File: src/hw/rtl/tdq_pkg.sv
package tdq_pkg;

	localparam int VAL_W          = 31;
	localparam int TICK_W         = 64;
	localparam int SUM_W          = 63;
	localparam int KIND_W         = 2;
	localparam int SLOT_W         = 4;
	localparam int FIRED_W        = 6;
	localparam int MAX_EXPIRIES   = 63;
	localparam int MAX_SLOTS_DEF  = 16;
	localparam int DELTA_BITS_DEF = 32;

	localparam logic [VAL_W-1:0]  VALUE_MAX = {VAL_W{1'b1}};
	localparam logic [TICK_W-1:0] TICK_ALL  = {TICK_W{1'b1}};
	localparam logic [TICK_W-1:0] SUM_CAP   = TICK_W'(1) << 62;

	typedef enum logic [KIND_W-1:0] {
		KIND_ARM      = 2'd0,
		KIND_DISARM   = 2'd1,
		KIND_ANNOUNCE = 2'd2,
		KIND_QUERY    = 2'd3
	} req_kind_t;

	typedef enum logic [KIND_W-1:0] {
		RES_ACK     = 2'd0,
		RES_EXPIRED = 2'd1,
		RES_REMAIN  = 2'd2,
		RES_NEXT    = 2'd3
	} res_kind_t;

	typedef enum logic {
		ALU_ADD_SAT   = 1'b0,
		ALU_SUB_CLAMP = 1'b1
	} alu_op_t;

	typedef enum logic [4:0] {
		ST_IDLE,
		ST_ARM_D,
		ST_L_START,
		ST_L_CMP,
		ST_L_SUB,
		ST_L_PLACE,
		ST_L_PREV,
		ST_U_START,
		ST_U_CMP,
		ST_U_NX,
		ST_U_REL,
		ST_Q_START,
		ST_Q_ACC,
		ST_Q_SUB,
		ST_REM_OUT,
		ST_ACK,
		ST_A_HEAD,
		ST_A_CMP,
		ST_A_REM,
		ST_A_FIRE,
		ST_A_TICK,
		ST_A_EMIT,
		ST_A_PER,
		ST_A_TICK2,
		ST_NX_START,
		ST_NX_CALC,
		ST_NX_OUT
	} state_t;

endpackage

File: src/hw/rtl/tdq_req_if.sv
interface tdq_req_if;
	import tdq_pkg::*;

	logic               valid;
	logic               ready;
	logic [KIND_W-1:0]  kind;
	logic [SLOT_W-1:0]  slot;
	logic [VAL_W-1:0]   delay_ticks;
	logic [VAL_W-1:0]   period_ticks;
	logic [VAL_W-1:0]   hw_elapsed;

	modport source (output valid, kind, slot, delay_ticks, period_ticks, hw_elapsed,
		input ready);
	modport sink (input valid, kind, slot, delay_ticks, period_ticks, hw_elapsed,
		output ready);
endinterface

File: src/hw/rtl/tdq_rsp_if.sv
interface tdq_rsp_if;
	import tdq_pkg::*;

	logic               valid;
	logic               ready;
	logic [KIND_W-1:0]  result_kind;
	logic [SLOT_W-1:0]  slot_res;
	logic [VAL_W-1:0]   value;
	logic [TICK_W-1:0]  now_tick;
	logic               last;

	modport source (output valid, result_kind, slot_res, value, now_tick, last,
		input ready);
	modport sink (input valid, result_kind, slot_res, value, now_tick, last,
		output ready);
endinterface

File: src/hw/rtl/tdq_alu.sv
module tdq_alu (
	input  tdq_pkg::alu_op_t            op,
	input  logic [tdq_pkg::TICK_W-1:0]  a,
	input  logic [tdq_pkg::TICK_W-1:0]  b,
	input  logic [tdq_pkg::TICK_W-1:0]  lim,
	output logic [tdq_pkg::TICK_W-1:0]  res,
	output logic                        gt
);
	import tdq_pkg::*;

	logic [TICK_W-1:0] sum;
	logic [TICK_W-1:0] diff;

	assign sum  = a + b;
	assign diff = a - b;
	assign gt   = a > b;

	always_comb begin
		case (op)
			ALU_ADD_SAT:   res = (sum > lim) ? lim : sum;
			ALU_SUB_CLAMP: res = gt ? diff : '0;
			default:       res = '0;
		endcase
	end
endmodule

File: src/hw/rtl/tdq_store.sv
module tdq_store #(
	parameter int DEPTH = 16,
	parameter int W     = 32
) (
	input  logic                      clk,
	input  logic                      we,
	input  logic [$clog2(DEPTH)-1:0]  waddr,
	input  logic [W-1:0]              wdata,
	input  logic                      re,
	input  logic [$clog2(DEPTH)-1:0]  raddr,
	output logic [W-1:0]              rdata
);
	logic [W-1:0] mem [DEPTH];

	always_ff @(posedge clk) begin
		if (we) begin
			mem[waddr] <= wdata;
		end
	end

	always_ff @(posedge clk) begin
		if (re) begin
			rdata <= mem[raddr];
		end
	end
endmodule

File: src/hw/rtl/timer_delta_queue.sv
// Timeout queue kept as a delta list over MAX_SLOTS timer slots. Each request beat (arm,
// disarm, query, announce) is processed alone; ready is low until its last response beat
// has been loaded. Requests walk the linked list in the slot memory, one entry read per
// step through a single read port, and the tick and delta adds and compares go through one
// shared 64-bit unit. An arm, disarm or query walks the list up to its slot's place; an
// announce fires the due head slots in order and walks the list again to reinsert each
// periodic slot. A stalled receiver holds the sequencer on each beat. Every request
// ends with a next-timeout beat carrying last. The slot memory needs no clearing after
// reset; the armed flags and the head-valid flag are cleared.
module timer_delta_queue #(
	parameter int MAX_SLOTS  = tdq_pkg::MAX_SLOTS_DEF,
	parameter int DELTA_BITS = tdq_pkg::DELTA_BITS_DEF
) (
	input logic       clk,
	input logic       arst_n,
	tdq_req_if.sink   req,
	tdq_rsp_if.source rsp
);
	import tdq_pkg::*;

	localparam int IW    = $clog2(MAX_SLOTS);
	localparam int SW    = (IW > SLOT_W) ? IW : SLOT_W;
	localparam int P_LO  = DELTA_BITS;
	localparam int L_LO  = DELTA_BITS + VAL_W;
	localparam int K_BIT = L_LO + IW;
	localparam int EW    = K_BIT + 1;
	localparam int GLIM  = 4 * MAX_SLOTS;
	localparam int GW    = $clog2(GLIM + 1);
	localparam logic [TICK_W-1:0] DMAX = TICK_W'({DELTA_BITS{1'b1}});

	function automatic logic [DELTA_BITS-1:0] e_delta(input logic [EW-1:0] e);
		return e[P_LO-1:0];
	endfunction
	function automatic logic [VAL_W-1:0] e_per(input logic [EW-1:0] e);
		return e[L_LO-1:P_LO];
	endfunction
	function automatic logic [IW-1:0] e_link(input logic [EW-1:0] e);
		return e[K_BIT-1:L_LO];
	endfunction
	function automatic logic [EW-1:0] e_pack(input logic ok, input logic [IW-1:0] lnk,
		input logic [VAL_W-1:0] per, input logic [DELTA_BITS-1:0] dl);
		return {ok, lnk, per, dl};
	endfunction
	function automatic logic [IW-1:0] to_idx(input logic [SLOT_W-1:0] s);
		logic [SW-1:0] w;
		w = SW'(s);
		return w[IW-1:0];
	endfunction
	function automatic logic [SLOT_W-1:0] to_slot(input logic [IW-1:0] i);
		logic [SW-1:0] w;
		w = SW'(i);
		return w[SLOT_W-1:0];
	endfunction
	function automatic logic [VAL_W-1:0] clamp_val(input logic [TICK_W-1:0] v);
		return (v > TICK_W'(VALUE_MAX)) ? VALUE_MAX : v[VAL_W-1:0];
	endfunction

	state_t state_q, state_d;

	logic [KIND_W-1:0]     kind_q, kind_d;
	logic [SLOT_W-1:0]     slot_q, slot_d;
	logic [VAL_W-1:0]      delay_q, delay_d;
	logic [VAL_W-1:0]      hw_q, hw_d;
	logic [VAL_W-1:0]      per_q, per_d;
	logic [IW-1:0]         head_q, head_d;
	logic                  head_ok_q, head_ok_d;
	logic [TICK_W-1:0]     tick_q, tick_d;
	logic [MAX_SLOTS-1:0]  armed_q, armed_d;
	logic [VAL_W-1:0]      pend_q, pend_d;
	logic [DELTA_BITS-1:0] d_q, d_d;
	logic [SUM_W-1:0]      sum_q, sum_d;
	logic [VAL_W-1:0]      rem_q, rem_d;
	logic [IW-1:0]         cur_q, cur_d;
	logic [IW-1:0]         prev_q, prev_d;
	logic                  prev_ok_q, prev_ok_d;
	logic                  have_q, have_d;
	logic [EW-1:0]         prev_ent_q, prev_ent_d;
	logic [EW-1:0]         sent_q, sent_d;
	logic [IW-1:0]         ins_q, ins_d;
	logic [IW-1:0]         h_q, h_d;
	logic [GW-1:0]         guard_q, guard_d;
	logic [FIRED_W-1:0]    fired_q, fired_d;
	logic                  ret_q, ret_d;

	logic                  out_valid_q;
	logic [KIND_W-1:0]     okind_q;
	logic [SLOT_W-1:0]     oslot_q;
	logic [VAL_W-1:0]      oval_q;
	logic [TICK_W-1:0]     onow_q;
	logic                  olast_q;
	logic                  out_load;
	logic [KIND_W-1:0]     okind_d;
	logic [SLOT_W-1:0]     oslot_d;
	logic [VAL_W-1:0]      oval_d;
	logic                  olast_d;
	logic                  out_free;

	alu_op_t               alu_op;
	logic [TICK_W-1:0]     alu_a, alu_b, alu_lim, alu_res;
	logic                  alu_gt;

	logic                  mem_we, mem_re;
	logic [IW-1:0]         mem_waddr, mem_raddr;
	logic [EW-1:0]         mem_wdata, rd;

	logic [IW-1:0]         req_idx;
	logic                  req_ok;

	tdq_alu u_alu (
		.op  (alu_op),
		.a   (alu_a),
		.b   (alu_b),
		.lim (alu_lim),
		.res (alu_res),
		.gt  (alu_gt)
	);

	tdq_store #(
		.DEPTH (MAX_SLOTS),
		.W     (EW)
	) u_store (
		.clk   (clk),
		.we    (mem_we),
		.waddr (mem_waddr),
		.wdata (mem_wdata),
		.re    (mem_re),
		.raddr (mem_raddr),
		.rdata (rd)
	);

	assign out_free = !out_valid_q || rsp.ready;
	assign req_idx  = to_idx(req.slot);
	assign req_ok   = 32'(req.slot) < MAX_SLOTS;

	assign rsp.valid       = out_valid_q;
	assign rsp.result_kind = okind_q;
	assign rsp.slot_res    = oslot_q;
	assign rsp.value       = oval_q;
	assign rsp.now_tick    = onow_q;
	assign rsp.last        = olast_q;

	always_comb begin
		state_d    = state_q;
		kind_d     = kind_q;
		slot_d     = slot_q;
		delay_d    = delay_q;
		hw_d       = hw_q;
		per_d      = per_q;
		head_d     = head_q;
		head_ok_d  = head_ok_q;
		tick_d     = tick_q;
		armed_d    = armed_q;
		pend_d     = pend_q;
		d_d        = d_q;
		sum_d      = sum_q;
		rem_d      = rem_q;
		cur_d      = cur_q;
		prev_d     = prev_q;
		prev_ok_d  = prev_ok_q;
		have_d     = have_q;
		prev_ent_d = prev_ent_q;
		sent_d     = sent_q;
		ins_d      = ins_q;
		h_d        = h_q;
		guard_d    = guard_q;
		fired_d    = fired_q;
		ret_d      = ret_q;
		out_load   = 1'b0;
		okind_d    = RES_ACK;
		oslot_d    = '0;
		oval_d     = '0;
		olast_d    = 1'b0;
		alu_op     = ALU_SUB_CLAMP;
		alu_a      = '0;
		alu_b      = '0;
		alu_lim    = DMAX;
		mem_we     = 1'b0;
		mem_waddr  = '0;
		mem_wdata  = '0;
		mem_re     = 1'b0;
		mem_raddr  = '0;
		req.ready  = 1'b0;

		case (state_q)
			ST_IDLE: begin
				req.ready = 1'b1;
				if (req.valid) begin
					kind_d  = req.kind;
					slot_d  = req.slot;
					delay_d = req.delay_ticks;
					hw_d    = req.hw_elapsed;
					per_d   = req.period_ticks;
					ins_d   = req_idx;
					case (req.kind)
						KIND_ARM: begin
							state_d = (req_ok && !armed_q[req_idx]) ? ST_ARM_D : ST_ACK;
						end
						KIND_DISARM: begin
							state_d = (req_ok && armed_q[req_idx]) ? ST_U_START : ST_ACK;
						end
						KIND_QUERY: begin
							rem_d   = '0;
							state_d = (req_ok && armed_q[req_idx]) ? ST_Q_START : ST_REM_OUT;
						end
						default: begin
							pend_d  = req.delay_ticks;
							fired_d = '0;
							guard_d = '0;
							state_d = ST_A_HEAD;
						end
					endcase
				end
			end

			ST_ARM_D: begin
				alu_op  = ALU_ADD_SAT;
				alu_a   = (delay_q == '0) ? TICK_W'(1) : TICK_W'(delay_q);
				alu_b   = TICK_W'(hw_q);
				d_d     = alu_res[DELTA_BITS-1:0];
				ret_d   = 1'b0;
				state_d = ST_L_START;
			end

			// ordered insert of ins_q with delta d_q
			ST_L_START: begin
				have_d    = 1'b0;
				prev_ok_d = 1'b0;
				if (head_ok_q) begin
					mem_re    = 1'b1;
					mem_raddr = head_q;
					cur_d     = head_q;
					state_d   = ST_L_CMP;
				end else begin
					state_d = ST_L_PLACE;
				end
			end

			ST_L_CMP: begin
				alu_a = TICK_W'(e_delta(rd));
				alu_b = TICK_W'(d_q);
				if (alu_gt) begin
					mem_we    = 1'b1;
					mem_waddr = cur_q;
					mem_wdata = e_pack(rd[K_BIT], e_link(rd), e_per(rd),
						alu_res[DELTA_BITS-1:0]);
					have_d    = 1'b1;
					state_d   = ST_L_PLACE;
				end else begin
					state_d = ST_L_SUB;
				end
			end

			ST_L_SUB: begin
				alu_a      = TICK_W'(d_q);
				alu_b      = TICK_W'(e_delta(rd));
				d_d        = alu_res[DELTA_BITS-1:0];
				prev_d     = cur_q;
				prev_ent_d = rd;
				prev_ok_d  = 1'b1;
				if (rd[K_BIT]) begin
					cur_d     = e_link(rd);
					mem_re    = 1'b1;
					mem_raddr = e_link(rd);
					state_d   = ST_L_CMP;
				end else begin
					have_d  = 1'b0;
					state_d = ST_L_PLACE;
				end
			end

			ST_L_PLACE: begin
				mem_we         = 1'b1;
				mem_waddr      = ins_q;
				mem_wdata      = e_pack(have_q, have_q ? cur_q : '0, per_q, d_q);
				armed_d[ins_q] = 1'b1;
				if (prev_ok_q) begin
					state_d = ST_L_PREV;
				end else begin
					head_d    = ins_q;
					head_ok_d = 1'b1;
					state_d   = ret_q ? ST_A_HEAD : ST_ACK;
				end
			end

			ST_L_PREV: begin
				mem_we    = 1'b1;
				mem_waddr = prev_q;
				mem_wdata = e_pack(1'b1, ins_q, e_per(prev_ent_q), e_delta(prev_ent_q));
				state_d   = ret_q ? ST_A_HEAD : ST_ACK;
			end

			// removal of ins_q, its delta credited to the successor
			ST_U_START: begin
				prev_ok_d = 1'b0;
				mem_re    = 1'b1;
				mem_raddr = head_q;
				cur_d     = head_q;
				state_d   = ST_U_CMP;
			end

			ST_U_CMP: begin
				if (cur_q == ins_q) begin
					sent_d = rd;
					if (rd[K_BIT]) begin
						mem_re    = 1'b1;
						mem_raddr = e_link(rd);
						cur_d     = e_link(rd);
						state_d   = ST_U_NX;
					end else begin
						state_d = ST_U_REL;
					end
				end else begin
					prev_d     = cur_q;
					prev_ent_d = rd;
					prev_ok_d  = 1'b1;
					if (rd[K_BIT]) begin
						mem_re    = 1'b1;
						mem_raddr = e_link(rd);
						cur_d     = e_link(rd);
					end else begin
						armed_d[ins_q] = 1'b0;
						state_d        = ST_ACK;
					end
				end
			end

			ST_U_NX: begin
				alu_op    = ALU_ADD_SAT;
				alu_a     = TICK_W'(e_delta(rd));
				alu_b     = TICK_W'(e_delta(sent_q));
				mem_we    = 1'b1;
				mem_waddr = cur_q;
				mem_wdata = e_pack(rd[K_BIT], e_link(rd), e_per(rd), alu_res[DELTA_BITS-1:0]);
				state_d   = ST_U_REL;
			end

			ST_U_REL: begin
				armed_d[ins_q] = 1'b0;
				if (prev_ok_q) begin
					mem_we    = 1'b1;
					mem_waddr = prev_q;
					mem_wdata = e_pack(sent_q[K_BIT], e_link(sent_q), e_per(prev_ent_q),
						e_delta(prev_ent_q));
				end else begin
					head_d    = e_link(sent_q);
					head_ok_d = sent_q[K_BIT];
				end
				state_d = ST_ACK;
			end

			// remaining ticks of a slot
			ST_Q_START: begin
				mem_re    = 1'b1;
				mem_raddr = head_q;
				cur_d     = head_q;
				sum_d     = '0;
				state_d   = ST_Q_ACC;
			end

			ST_Q_ACC: begin
				alu_op  = ALU_ADD_SAT;
				alu_a   = TICK_W'(sum_q);
				alu_b   = TICK_W'(e_delta(rd));
				alu_lim = SUM_CAP;
				sum_d   = alu_res[SUM_W-1:0];
				if (cur_q == ins_q || !rd[K_BIT]) begin
					state_d = ST_Q_SUB;
				end else begin
					mem_re    = 1'b1;
					mem_raddr = e_link(rd);
					cur_d     = e_link(rd);
				end
			end

			ST_Q_SUB: begin
				alu_a   = TICK_W'(sum_q);
				alu_b   = TICK_W'(hw_q);
				rem_d   = clamp_val(alu_res);
				state_d = ST_REM_OUT;
			end

			ST_REM_OUT: begin
				if (out_free) begin
					out_load = 1'b1;
					okind_d  = RES_REMAIN;
					oslot_d  = slot_q;
					oval_d   = rem_q;
					state_d  = ST_NX_START;
				end
			end

			ST_ACK: begin
				if (out_free) begin
					out_load = 1'b1;
					okind_d  = RES_ACK;
					oslot_d  = slot_q;
					state_d  = ST_NX_START;
				end
			end

			// announce: fire due heads in order
			ST_A_HEAD: begin
				if (head_ok_q) begin
					mem_re    = 1'b1;
					mem_raddr = head_q;
					state_d   = ST_A_CMP;
				end else begin
					state_d = ST_A_TICK2;
				end
			end

			ST_A_CMP: begin
				alu_a = TICK_W'(e_delta(rd));
				alu_b = TICK_W'(pend_q);
				if (alu_gt || guard_q == GW'(GLIM)) begin
					state_d = ST_A_REM;
				end else begin
					state_d = ST_A_FIRE;
				end
			end

			ST_A_REM: begin
				alu_a     = TICK_W'(e_delta(rd));
				alu_b     = TICK_W'(pend_q);
				mem_we    = 1'b1;
				mem_waddr = head_q;
				mem_wdata = e_pack(rd[K_BIT], e_link(rd), e_per(rd), alu_res[DELTA_BITS-1:0]);
				state_d   = ST_A_TICK2;
			end

			ST_A_FIRE: begin
				alu_a           = TICK_W'(pend_q);
				alu_b           = TICK_W'(e_delta(rd));
				pend_d          = alu_res[VAL_W-1:0];
				h_d             = head_q;
				head_d          = e_link(rd);
				head_ok_d       = rd[K_BIT];
				armed_d[head_q] = 1'b0;
				state_d         = ST_A_TICK;
			end

			ST_A_TICK: begin
				alu_op  = ALU_ADD_SAT;
				alu_a   = tick_q;
				alu_b   = TICK_W'(e_delta(rd));
				alu_lim = TICK_ALL;
				tick_d  = alu_res;
				state_d = (fired_q < FIRED_W'(MAX_EXPIRIES)) ? ST_A_EMIT : ST_A_PER;
			end

			ST_A_EMIT: begin
				if (out_free) begin
					out_load = 1'b1;
					okind_d  = RES_EXPIRED;
					oslot_d  = to_slot(h_q);
					fired_d  = fired_q + FIRED_W'(1);
					state_d  = ST_A_PER;
				end
			end

			ST_A_PER: begin
				guard_d = guard_q + GW'(1);
				if (e_per(rd) != '0) begin
					alu_op  = ALU_ADD_SAT;
					alu_a   = TICK_W'(e_per(rd));
					alu_b   = TICK_W'(pend_q);
					d_d     = alu_res[DELTA_BITS-1:0];
					per_d   = e_per(rd);
					ins_d   = h_q;
					ret_d   = 1'b1;
					state_d = ST_L_START;
				end else begin
					state_d = ST_A_HEAD;
				end
			end

			ST_A_TICK2: begin
				alu_op  = ALU_ADD_SAT;
				alu_a   = tick_q;
				alu_b   = TICK_W'(pend_q);
				alu_lim = TICK_ALL;
				tick_d  = alu_res;
				pend_d  = '0;
				state_d = ST_NX_START;
			end

			// next timeout beat
			ST_NX_START: begin
				if (head_ok_q) begin
					mem_re    = 1'b1;
					mem_raddr = head_q;
					state_d   = ST_NX_CALC;
				end else begin
					rem_d   = VALUE_MAX;
					state_d = ST_NX_OUT;
				end
			end

			ST_NX_CALC: begin
				alu_a   = TICK_W'(e_delta(rd));
				alu_b   = (kind_q == KIND_ANNOUNCE) ? '0 : TICK_W'(hw_q);
				rem_d   = clamp_val(alu_res);
				state_d = ST_NX_OUT;
			end

			ST_NX_OUT: begin
				if (out_free) begin
					out_load = 1'b1;
					okind_d  = RES_NEXT;
					oval_d   = rem_q;
					olast_d  = 1'b1;
					state_d  = ST_IDLE;
				end
			end

			default: begin
				state_d = ST_IDLE;
			end
		endcase
	end

	always_ff @(posedge clk or negedge arst_n) begin
		if (!arst_n) begin
			state_q     <= ST_IDLE;
			head_ok_q   <= 1'b0;
			tick_q      <= '0;
			armed_q     <= '0;
			pend_q      <= '0;
			out_valid_q <= 1'b0;
		end else begin
			state_q   <= state_d;
			head_ok_q <= head_ok_d;
			tick_q    <= tick_d;
			armed_q   <= armed_d;
			pend_q    <= pend_d;
			if (out_load) begin
				out_valid_q <= 1'b1;
			end else if (rsp.ready) begin
				out_valid_q <= 1'b0;
			end
		end
	end

	always_ff @(posedge clk) begin
		kind_q     <= kind_d;
		slot_q     <= slot_d;
		delay_q    <= delay_d;
		hw_q       <= hw_d;
		per_q      <= per_d;
		head_q     <= head_d;
		d_q        <= d_d;
		sum_q      <= sum_d;
		rem_q      <= rem_d;
		cur_q      <= cur_d;
		prev_q     <= prev_d;
		prev_ok_q  <= prev_ok_d;
		have_q     <= have_d;
		prev_ent_q <= prev_ent_d;
		sent_q     <= sent_d;
		ins_q      <= ins_d;
		h_q        <= h_d;
		guard_q    <= guard_d;
		fired_q    <= fired_d;
		ret_q      <= ret_d;
		if (out_load) begin
			okind_q <= okind_d;
			oslot_q <= oslot_d;
			oval_q  <= oval_d;
			onow_q  <= tick_q;
			olast_q <= olast_d;
		end
	end
endmodule

File: src/flat_wrapper.sv
// flat-port wrapper written by rule: the top's interface ports become plain ports
module timer_delta_queue_flat import tdq_pkg::*;
#(
	parameter int MAX_SLOTS  = tdq_pkg::MAX_SLOTS_DEF,
	parameter int DELTA_BITS = tdq_pkg::DELTA_BITS_DEF
)
  (clk, arst_n, req_valid, req_kind, req_slot, req_delay_ticks, req_period_ticks, req_hw_elapsed, req_ready, rsp_valid, rsp_result_kind, rsp_slot_res, rsp_value, rsp_now_tick, rsp_last, rsp_ready);
  tdq_req_if req_i ();
  tdq_rsp_if rsp_i ();
  input logic clk;
  input logic arst_n;
  input wire logic [$bits(req_i.valid)-1:0] req_valid;
  input wire logic [$bits(req_i.kind)-1:0] req_kind;
  input wire logic [$bits(req_i.slot)-1:0] req_slot;
  input wire logic [$bits(req_i.delay_ticks)-1:0] req_delay_ticks;
  input wire logic [$bits(req_i.period_ticks)-1:0] req_period_ticks;
  input wire logic [$bits(req_i.hw_elapsed)-1:0] req_hw_elapsed;
  output wire logic [$bits(req_i.ready)-1:0] req_ready;
  output wire logic [$bits(rsp_i.valid)-1:0] rsp_valid;
  output wire logic [$bits(rsp_i.result_kind)-1:0] rsp_result_kind;
  output wire logic [$bits(rsp_i.slot_res)-1:0] rsp_slot_res;
  output wire logic [$bits(rsp_i.value)-1:0] rsp_value;
  output wire logic [$bits(rsp_i.now_tick)-1:0] rsp_now_tick;
  output wire logic [$bits(rsp_i.last)-1:0] rsp_last;
  input wire logic [$bits(rsp_i.ready)-1:0] rsp_ready;
  assign req_i.valid = req_valid;
  assign req_i.kind = req_kind;
  assign req_i.slot = req_slot;
  assign req_i.delay_ticks = req_delay_ticks;
  assign req_i.period_ticks = req_period_ticks;
  assign req_i.hw_elapsed = req_hw_elapsed;
  assign req_ready = req_i.ready;
  assign rsp_valid = rsp_i.valid;
  assign rsp_result_kind = rsp_i.result_kind;
  assign rsp_slot_res = rsp_i.slot_res;
  assign rsp_value = rsp_i.value;
  assign rsp_now_tick = rsp_i.now_tick;
  assign rsp_last = rsp_i.last;
  assign rsp_i.ready = rsp_ready;
  timer_delta_queue #(.MAX_SLOTS(MAX_SLOTS), .DELTA_BITS(DELTA_BITS)) u_core (.clk(clk), .arst_n(arst_n), .req(req_i), .rsp(rsp_i));
endmodule
File: config.mk
export PLATFORM = sky130hd
export DESIGN_NAME = timer_delta_queue_flat
export DESIGN_NICKNAME = d
export VERILOG_FILES = /design/src/hw/rtl/tdq_pkg.sv /design/src/hw/rtl/tdq_req_if.sv /design/src/hw/rtl/tdq_rsp_if.sv /design/src/hw/rtl/tdq_alu.sv /design/src/hw/rtl/tdq_store.sv /design/src/hw/rtl/timer_delta_queue.sv /design/src/flat_wrapper.sv
export SDC_FILE = /design/constraint.sdc
export NUM_CORES = 2
export LEC_CHECK = 0
export ABC_AREA = 1
export CAP_MARGIN = 0
export CELL_PAD_IN_SITES_DETAIL_PLACEMENT = 0
export CELL_PAD_IN_SITES_GLOBAL_PLACEMENT = 1
export CORE_MARGIN = 2
export CORE_UTILIZATION = 45
export DETAILED_ROUTE_END_ITERATION = 10
export DONT_BUFFER_PORTS = 1
export MAX_ROUTING_LAYER = met4
export PLACE_DENSITY = 0.7
export SYNTH_ARGS = -nofsm -noshare
export SYNTH_HDL_FRONTEND = slang
export SYNTH_SLANG_ARGS = --single-unit
File: constraint.sdc
create_clock -name clk -period 18.55 [get_ports clk]
set_input_delay 0.9275 -clock clk [delete_from_list [all_inputs] [get_ports clk]]
set_output_delay 0.9275 -clock clk [all_outputs]
set_load 0.01 [all_outputs]
==> metrics.md <==
| Metric | Value |
|---|---|
| Synth top area share | `60.77%` |
| Synth area leader | `edfxtp_1` |
| Crit path kind | `reg2reg` |
| Most numerous cell in the Yosys netlist | `edfxtp_1` |
| Status | `finished with violations` |
| First-pass GRT wire length | `387000 microns` |
| Cell mode on critical path | `nand2_1` |
| PnR worst setup slack | `8.035 ns` |
| Max Clk Rate | `95.11 MHz` |
| Worst Tran Pin Value | `1.357 ns` |
| Starting Density | `45.37%` |
| Min Tclk post-route | `10.51 ns` |
| Antenna Nets Post-Route | `0` |
| Slowest-stage cell, CP | `nor2_4` |
| YS warnings | `0` |
| Fin util | `50.22%` |
| Distinct cell type count after synthesis | `64` |
| Antenna violations before repair | `19` |
| Height of the die | `425.6 microns` |
| Total global routing overflow | `0` |
| Vias in the first global route | `53508` |
| #FFs+latches synth | `1737` |
| Longest Clk Path Bufs | `3` |
| Post-cts resize count | `0` |
| Post-CTS setup buffer count | `0` |
| Avg Cell Area, Syn | `11.01 sq um` |
| Clk Latency, worst-skew pair | `0.87 ns` |
| Worst hold margin | `-0.03093 ns` |
| Clk slew on worst S/H paths | `0.07 ns` |
| CTS sink cnt | `1737` |
| Clk_skew | `0.06451 ns` |
| DR WL/cell | `27.78 microns` |
| Dpl ws | `8.277 ns` |
| CP max FO | `38` |
| Main area contributors after synthesis | `edfxtp_1, nand2_1, o21ai_0, dfrtp_1, nor2_1` |
| # port buffers | `0` |
| Crit end category | `flop` |
| Mapped Cells | `7269` |
| Detailed Place HPWL | `178600 microns` |
| Hold Crit Class | `in2async` |
| Num rows | `154` |
| Die area | `0.1812 sq mm` |
| Routed vias/inst | `5.890` |
| Largest net degree at the start of global routing | `177` |
| Total wire length | `270800 microns` |
| Final hold violations | `6` |
| Final setup violation count | `0` |
| Cell Area, Synth | `0.08000 sq mm` |
| Count of flip-flops with a built-in enable after synthesis | `1619` |
| Slowest cell delay on critical path | `0.86 ns` |
| CP required | `19.09 ns` |
| RSZ-0062 raised after global routing | `false` |
| Seq/Total Area, Yosys | `64.46%` |
| Worst Setup SP | `u_core.state_q[4]$_DFFE_PN0P_` |
| Vias after detailed routing | `57426` |
| DRC | `0` |
| Synth Flop Type | `edfxtp_1` |
| Max-cap viol count | `0` |
| Most frequent cells after synthesis | `edfxtp_1, nand2_1, o21ai_0, nor2_1, inv_1` |
| I/O pins | `207` |
| Worst R2R Start | `u_core.state_q[4]$_DFFE_PN0P_` |
| Final net count | `7467` |
| Fillers | `15854` |
| TNS Setup | `0 ns` |
| Die X | `425.6 microns` |
| CTS root buf | `clkbuf_16` |
| Asr flop ratio synth | `6.793%` |
| CTS buffer count | `179` |
| Worst Setup Start Kind | `flop` |
| Max-slew violation count | `0` |
| Period utilization | `56.68%` |
| TritonCTS clock tree | `done` |
| DRT iter0 DRCs | `6926` |
| RD Place Congestion | `0.9889` |
| Core area | `0.1763 sq mm` |
| Total track usage | `30.42%` |
| H-tree Lvls | `4` |
| Post-Syn Nets | `7505` |
| Layout cell share with drive strength beyond 1 | `10.12%` |
| Crit path arrival time | `11.05 ns` |
| Syn-to-layout area delta | `10.69%` |
| Post-cts hold buffer count | `1` |
| Drt pass-1 iters | `8` |
| Relative slew slack | `9.156%` |
| Failing checks | `hold timing` |
==> state kept, by name, summed over array words and instances, names as in the netlist, 32 cells and up <==
signal,flops
u_core.d_q,32
u_core.prev_ent_q,63
u_core.rsp.now_tick,64
u_core.sent_q,37
u_core.sum_q,63
u_core.tick_q,64
u_core.u_store.mem,1088
u_core.u_store.rdata,68
==> final timing paths <==
kind	endpoint	slack (ns)	depth (start not counted)
max	u_core.rem_q[30]$_DFFE_PP_	8.04	40
min	u_core.rsp.valid$_DFFE_PN0P_	-0.03	1
max reg2reg	u_core.rem_q[30]$_DFFE_PP_	8.04	40
min reg2reg	u_core.sent_q[66]$_DFFE_PP_	0.45	0
max in group asynchronous	u_core.tick_q[31]$_DFFE_PN0N_	17.71	1
min in group clk	u_core.hw_q[1]$_DFFE_PP_	0.15	0
==> final cells by class <==
cell class	instances	area (sq um)	area share (%)
Inverter	566	2138	2.415
Tap cell	2340	2928	3.307
Clock buffer	235	4783	5.402
Sequential cell	1737	51570	58.24
Timing Repair Buffer	160	1246	1.407
Antenna cell	28	70.07	0.07913
Clock inverter	96	797.0	0.9001
Multi-Input combinational cell	4587	25010	28.25
==> logic make-up after synthesis <==
group | count (synthesis) | synth area share [%]
AND/OR/NAND/NOR | 2672 | 14.19
flip-flops | 1737 | 64.46
AO/OA/AOI/OAI | 1625 | 12.74
buffers and inverters | 945 | 4.656
adder cells (fa/ha/maj) | 133 | 2.099
multiplexers | 84 | 1.051
XOR/XNOR | 73 | 0.7992
==> layer usage <==
metal	share of wire [%]	vias to the layer above	global-route usage, %
li1	-	25832	-
met1	44	28495	42.98
met2	44	2624	44.19
met3	8.0	475	4.775
met4	4.0	0	11.65
met5	0	-	-
==> worst max-delay path, delay by kind of cell, from the launching register on <==
family	cells	cell delay [ns]
DFF	1	0.63
AOI/OAI and AO/OA	4	1.52
buffers and inverters	9	2.36
and+or+nand+nor	23	4.60
adders and majority gates	3	0.77
xor gates and xnor gates	1	0.24
==> layout by cell type (no fill, tap or decap), drive strengths merged, types with 6 or more instances in the layout <==
cell     Yosys  layout
a21boi       9       9
nand3      211     211
nor2       736     736
clkbuf     282     235
o211ai     112     112
o2111ai     15      15
o31ai       10      10
nor4        23      23
bufinv       0       7
a221oi      36      36
o22ai       26      26
ha         131     131
dfrtp      118     118
o21bai      95      95
a22oi       34      34
a21oi      179     179
inv        563     570
nand3b       7       7
and2         7       7
diode        0      28
clkinv       3      82
xor2        66      66
nor3        29      29
or2        198     198
a31oi       62      62
and3         8       8
nand4       76      76
edfxtp    1619    1619
nand2     1373    1373
a32o         6       6
mux2i       84      84
buf         97     160
o311ai      10      10
o21ai      782     782
xnor2        7       7
o221ai     193     193
o21a        37      37
==> stage by stage <==
stage               instances  hold slack (ns)  cell area, sq um
finish                   9749         -0.03093             88540
CTS                      9721          0.02029             88470
floorplan                7269           0.4249             80000
global route             9744          0.02434             88530
global placement         9389           0.4337             82870
detailed placement       9389           0.4325             82870
Power is not shown: default switching activity piles up to over one toggle a cycle in this logic, so the estimate is an artifact.
